**src/rtl/slwm_pkg.sv**
```systemverilog
`timescale 1ns / 1ps
`default_nettype none

package slwm_pkg;

    localparam int CFG_W = 9;

    typedef struct packed {
        logic accept;
        logic pop_front;
        logic rd_tail;
        logic pop_back;
        logic push;
        logic load_out;
        logic finish;
    } t_dp_cmd;

    typedef struct packed {
        logic expire;
        logic drop;
        logic window_full;
        logic out_free;
    } t_dp_status;

endpackage

`default_nettype wire

```
**src/rtl/slwm_ctrl.sv**
```systemverilog
`timescale 1ns / 1ps
`default_nettype none

module slwm_ctrl
    import slwm_pkg::*;
(
    input  wire logic       i_clk,
    input  wire logic       i_rst_n,
    input  wire logic       i_in_valid,
    input  wire logic       i_cfg_valid,
    input  wire t_dp_status i_status,
    output logic            o_in_ready,
    output logic            o_cfg_ready,
    output t_dp_cmd         o_cmd
);

    typedef enum logic [1:0] {
        S_IDLE,
        S_HEAD,
        S_TAIL,
        S_RES
    } t_state;

    t_state r_state;
    t_state n_state;

    assign o_cfg_ready = (r_state == S_IDLE);
    assign o_in_ready  = (r_state == S_IDLE) && !i_cfg_valid;

    always_comb begin
        n_state = r_state;
        o_cmd   = '0;
        case (r_state)
            S_IDLE: begin
                if (i_in_valid && !i_cfg_valid) begin
                    o_cmd.accept = 1'b1;
                    n_state      = S_HEAD;
                end
            end
            S_HEAD: begin
                o_cmd.pop_front = i_status.expire;
                o_cmd.rd_tail   = 1'b1;
                n_state         = S_TAIL;
            end
            S_TAIL: begin
                if (i_status.drop) begin
                    o_cmd.pop_back = 1'b1;
                    o_cmd.rd_tail  = 1'b1;
                end else begin
                    o_cmd.push = 1'b1;
                    n_state    = S_RES;
                end
            end
            S_RES: begin
                if (!i_status.window_full) begin
                    o_cmd.finish = 1'b1;
                    n_state      = S_IDLE;
                end else if (i_status.out_free) begin
                    o_cmd.load_out = 1'b1;
                    o_cmd.finish   = 1'b1;
                    n_state        = S_IDLE;
                end
            end
            default: begin
                n_state = S_IDLE;
            end
        endcase
    end

    always_ff @(posedge i_clk) begin
        if (!i_rst_n) begin
            r_state <= S_IDLE;
        end else begin
            r_state <= n_state;
        end
    end

endmodule

`default_nettype wire

```
**config.mk**
```make
export PLATFORM = sky130hd
export DESIGN_NAME = slwm_ctrl
export DESIGN_NICKNAME = d
export VERILOG_FILES = /design/src/rtl/slwm_pkg.sv /design/src/rtl/slwm_ctrl.sv
export SDC_FILE = /design/constraint.sdc
export NUM_CORES = 1
export LEC_CHECK = 0
export ABC_AREA = 0
export BUFFER_PORTS_ARGS = -buffer_cell sky130_fd_sc_hd__buf_2
export CAP_MARGIN = 20
export CORE_AREA = 2 2 39 41
export DETAILED_ROUTE_END_ITERATION = 16
export DIE_AREA = 0 0 41 43
export PLACE_DENSITY_LB_ADDON = 0.12
export SYNTH_ARGS = -nofsm -noshare
export SYNTH_HDL_FRONTEND = slang
export SYNTH_SLANG_ARGS = --single-unit
```
**constraint.sdc**
```tcl
create_clock -name i_clk -period 1.7 [get_ports i_clk]
set_clock_uncertainty 0.1 [all_clocks]
set_input_delay 0.17 -clock i_clk [delete_from_list [all_inputs] [get_ports i_clk]]
set_output_delay 0.17 -clock i_clk [all_outputs]
set_load 0.01 [all_outputs]
```
[Word-level counts from Yosys, hierarchy flattened]
Cells that the tools add are included.
Operators by class
  equal/unequal tests: 6
  muxes and demuxes: 16
  reductions and logical operators: 5
Operators by type and width (number)
  two-way mux 2 bit: 8
  case mux 2 bit (4 select lines): 1
  two-way mux 1 bit: 6
  equality test 2 bit, second input constant: 2
  != test 3 bit, second input constant: 1
  AND reduction 3 bit: 1
  equality test 2 x 1 -> 1 bit, second input constant: 1
  logical AND 1 bit: 2
  zero test 2 bit: 1
  != test 2 x 1 -> 1 bit, second input constant: 1
  != test 2 bit, second input constant: 1
  case mux 1 bit (2 select lines): 1
  zero test 1 bit: 1
Word-level totals
  register bits after elaboration: 2
  input bits: 8
  output and inout port bits: 9
  logic and storage cells: 28

[Depth between registers and ports, before layout]
  depth in word-level cells: 4
  depth in mapped cells: 5
  mapped depth without buffers: 5

[Worst setup path before layout]
OpenSTA, ideal clock, no wires.
  path type: reg-to-output
  start point: reg r_state[0]
  end point: out o_cmd[6] (netlist bit)
  data arrival time: 1179 ps
  required time: 1430 ps
  path slack: 251 ps
  cell stages (with the launch flop): 5
  path buffers: 0
  cell sequence: dfxtp_1 > inv_1 > ha_1 > nor2b_1 > and2_1
RTL lines
  start, declared: RTL line slwm_ctrl.sv:24  | t_state r_state;
  start signal, assigned: RTL line slwm_ctrl.sv:74  | r_state <= n_state;
  end, declared: RTL line slwm_ctrl.sv:14  | output t_dp_cmd o_cmd

==> tab_implementation.tex <==
\begin{tabular}{lr}
\hline
Metric & Value \\
\hline
\multicolumn{2}{l}{\textbf{Run status}} \\
Run status & completed \\
\multicolumn{2}{l}{\textbf{Route}} \\
Starting DRC count in detailed routing & 1 \\
Detailed-route wire length & 551 um \\
Average vias per placed instance & between 3 and 4 \\
Overall via count from detail\_route & 247 \\
Detailed-route wire length per cell & slightly below 9 um \\
Drt first pass iters & 2 \\
Count of unresolved DRC violations after routing & 0 \\
Antenna Violating Nets Remaining & 0 \\
\multicolumn{2}{l}{\textbf{Clocking}} \\
Clock Path Buffers & 2 \\
Sink count of the clock tree & 2 \\
Clock root buffer & clkbuf\_4 \\
Clock-pin transition on the worst setup and hold timing paths & $\sim$0.03 ns \\
Htree depth & 1 \\
Buffers inserted during post-CTS setup optimization & 0 \\
Count of hold-fix buffers inserted at cts & 0 \\
Clock tree from TritonCTS & yes \\
Worst-skew pair later-pin latency & roughly 0.22 ns \\
Number of buffers created by CTS & 3 \\
\multicolumn{2}{l}{\textbf{Global route}} \\
Via count of the first global-routing pass & about 220 \\
Pin count of the biggest net entering global routing & 6 \\
Global-route congestion overflow total & 0 \\
Total global-route track usage & under 10\% \\
Wire length of the first global-routing pass & around 800 um \\
Antenna violations before repair & 0 \\
\multicolumn{2}{l}{\textbf{Finish}} \\
Final non-filler cell total & 62 \\
Area delta synth->final & 51.9\% \\
Antenna cells & 0 \\
Commonest non-fill, non-tap cell in the layout & buf\_2 \\
Register with the most flip-flops & r\_state \\
Ratio of cells with drive above 1 in the final layout & between 60\% and 70\% \\
Flip-flop count of the largest register, all copies and words added & 2 \\
Largest registers & r\_state x2 \\
Most used cells in the layout excluding fill and tap cells & buf\_2 (16), ha\_1 (5), nand2\_1 (3), clkbuf\_4 (3) \\
Number of nets at the end of the flow & between 60 and 70 \\
\multicolumn{2}{l}{\textbf{Critical path}} \\
FF-to-FF Start & r\_state[0] \\
Capturing element of the worst setup path & o\_cmd[4] \\
Worst Reg2Reg Path Length in Cells & 5 \\
Worst flop-to-flop path endpoint & r\_state[1] \\
Type of origin of the critical path & register \\
Start point of the critical path & r\_state[0] \\
Classification of the worst setup path & reg2out \\
Critical Path RT & about 1.4 ns \\
Reg-to-reg slack, setup & about 0.25 ns \\
Type of element capturing the critical path & output port \\
Maximum net fanout on the critical path & 4 \\
Arr. time, crit path & between 1 and 1.5 ns \\
\multicolumn{2}{l}{\textbf{Job}} \\
Number of max-capacitance violations reported & 0 \\
\multicolumn{2}{l}{\textbf{Die}} \\
Width of the die & roughly 40 um \\
Height of the die & between 40 and 50 um \\
Die ar. & about 0.0018 mm2 \\
Standard cell core area & 0.00138 mm2 \\
Number of top-level design ports & 17 \\
Starting Density & a little under a fifth \\
Cell Rows & 14 \\
\multicolumn{2}{l}{\textbf{Yosys}} \\
Sequential area share after synthesis & approximately 16\% \\
Post-Syn Nets & 41 \\
Warning count from the yosys run & 0 \\
Most area-hungry cell type in the Yosys netlist & ha\_1 \\
Area fraction of the dominant cell type after synthesis & between 20\% and 30\% \\
Count of cell types in the netlist & 13 \\
Cell Area, Synth & approximately 260 um2 \\
Mapped Avg Cell Area & 9.55 um2 \\
Main area contributors after synthesis & ha\_1 (29\%), dfxtp\_1 (16\%), a221oi\_4 (10\%), mux2i\_1 (7.8\%), and2\_1 (7.3\%) \\
Post-synthesis cell count & 27 \\
FF+latch count, synth & 2 \\
\multicolumn{2}{l}{\textbf{Place}} \\
Placed insts & a little under 60 \\
Final weighted congestion in routability-driven placement & 0.722 \\
Number of I/O port buffers & 16 \\
\multicolumn{2}{l}{\textbf{Pwr}} \\
Internal power of the cells & just over 0.3 mW \\
Overall power & about 0.52 mW \\
Part of the power in combinational logic & 60.8\% \\
Proportion of power drawn by flip-flops and latches & approximately a fifth \\
Leakage & 0.208 nW \\
Maximum vdd ir drop & around 550 uV \\
Clk pwr share & about a fifth \\
P per Cell Area & approximately 1300 mW/mm2 \\
Switching power summed over all nets & between 0.2 and 0.25 mW \\
Net switching fraction of the power & about two fifths \\
\multicolumn{2}{l}{\textbf{Timing}} \\
Number of max-slew violations in the final report & 0 \\
Unrepaired setup endpoints after global routing & no \\
Worst Max-Slew Pin Slew & $\sim$0.24 ns \\
FMAX & $\sim$620 MHz \\
Tcrit/Tclk final & a little over nine tenths \\
Number of endpoints with negative hold slack in the final report & 0 \\
Worst slew margin relative to its limit & a little over four fifths \\
Final min period & 1.61 ns \\
Aggregate negative setup slack & 0 ns \\
Setup-failing EPs final & 0 \\
\multicolumn{2}{l}{\textbf{Min path}} \\
Class of the worst hold path & in2reg \\
\hline
\end{tabular}
[cell usage after synthesis]
library cell  number
o21ai_0            1
nor2b_1            3
inv_1              2
and3_2             1
o21a_1             1
nor2b_4            1
nand2_1            3
ha_1               6
dfxtp_1            2
a221oi_4           1
and2_1             3
nand2b_1           1
mux2i_1            2
[layer usage]
metal  share of wire [%]  routed length [um]  vias up  GRT usage (%)
met3                 8.3                  46        2           1.57
met2                  51                 283       11           9.69
met5                   0                   0        -              0
li1                    -                   -      127              -
met4                 1.5                   8        0           10.0
met1                  39                 213      107           7.96
[critical path, cell delays in order (launching register included)]
cell and delay (ns):
dfxtp_4 0.35, inv_2 0.05, ha_1 0.20, and2_2 0.22, o21a_1 0.16, buf_2 0.13
[cells by family after synthesis]
group | after synthesis | share of synthesized area (%)
buffers and inverters | 2 | 2.91
muxes | 2 | 7.77
adders and majority gates | 6 | 29.1
and+or+nand+nor | 12 | 29.6
AOI/OAI and AO/OA | 3 | 15.0
DFF | 2 | 15.5
[timing repair]
| item | in CTS | in global routing |
|---|---|---|
| gates resized for setup | 1 | 6 |
| hold endpoints to repair | 0 | 0 |
| setup endpoints to repair | 1 | 2 |
[worst min path at each step]
stage / from / endpoint / slack, ns / depth (start not counted)
2_1_floorplan: i_rst_n / r_state[0] / 0.22 / 2
3_3_place_gp: i_rst_n / r_state[1] / 0.36 / 3
3_5_place_dp: i_rst_n / r_state[0] / 0.36 / 3
4_1_cts: i_rst_n / r_state[0] / 0.11 / 3
5_1_grt: i_rst_n / r_state[0] / 0.14 / 3
6_report: i_rst_n / r_state[0] / 0.13 / 3
[power by group through the flow]
| stage | sequential, mW | clock, mW | combinational [mW] |
|---|---|---|---|
| floorplan | 0.0851 | 0 | 0.217 |
| global placement | 0.0907 | 0 | 0.301 |
| detailed placement | 0.0912 | 0 | 0.305 |
| CTS | 0.0927 | 0.112 | 0.306 |
| global route | 0.104 | 0.117 | 0.359 |
| finish | 0.0991 | 0.103 | 0.313 |
[stage by stage]
stage | hold WS (ns) | utilization, % | cell area (um2) | setup slack (ns)
2_1_floorplan | 0.216 | - | 258 | 0.251
3_3_place_gp | 0.360 | 25.9 | 358 | 0.201
3_5_place_dp | 0.363 | 25.9 | 358 | 0.169
4_1_cts | 0.114 | 27.6 | 382 | 0.0212
5_1_grt | 0.138 | 28.3 | 392 | 0.0115
6_report | 0.125 | 28.3 | 392 | 0.0879
[cell type report]
type | instances | area [um2]
Clock buffer | 3 | 22.5
Fill cell | 160 | 992
Inverter | 2 | 7.51
Multi-Input combinational cell | 23 | 216
Sequential cell | 2 | 45.0
Tap cell | 16 | 20.0
Timing Repair Buffer | 16 | 80.1
Power figures use the tool's default switching activity.
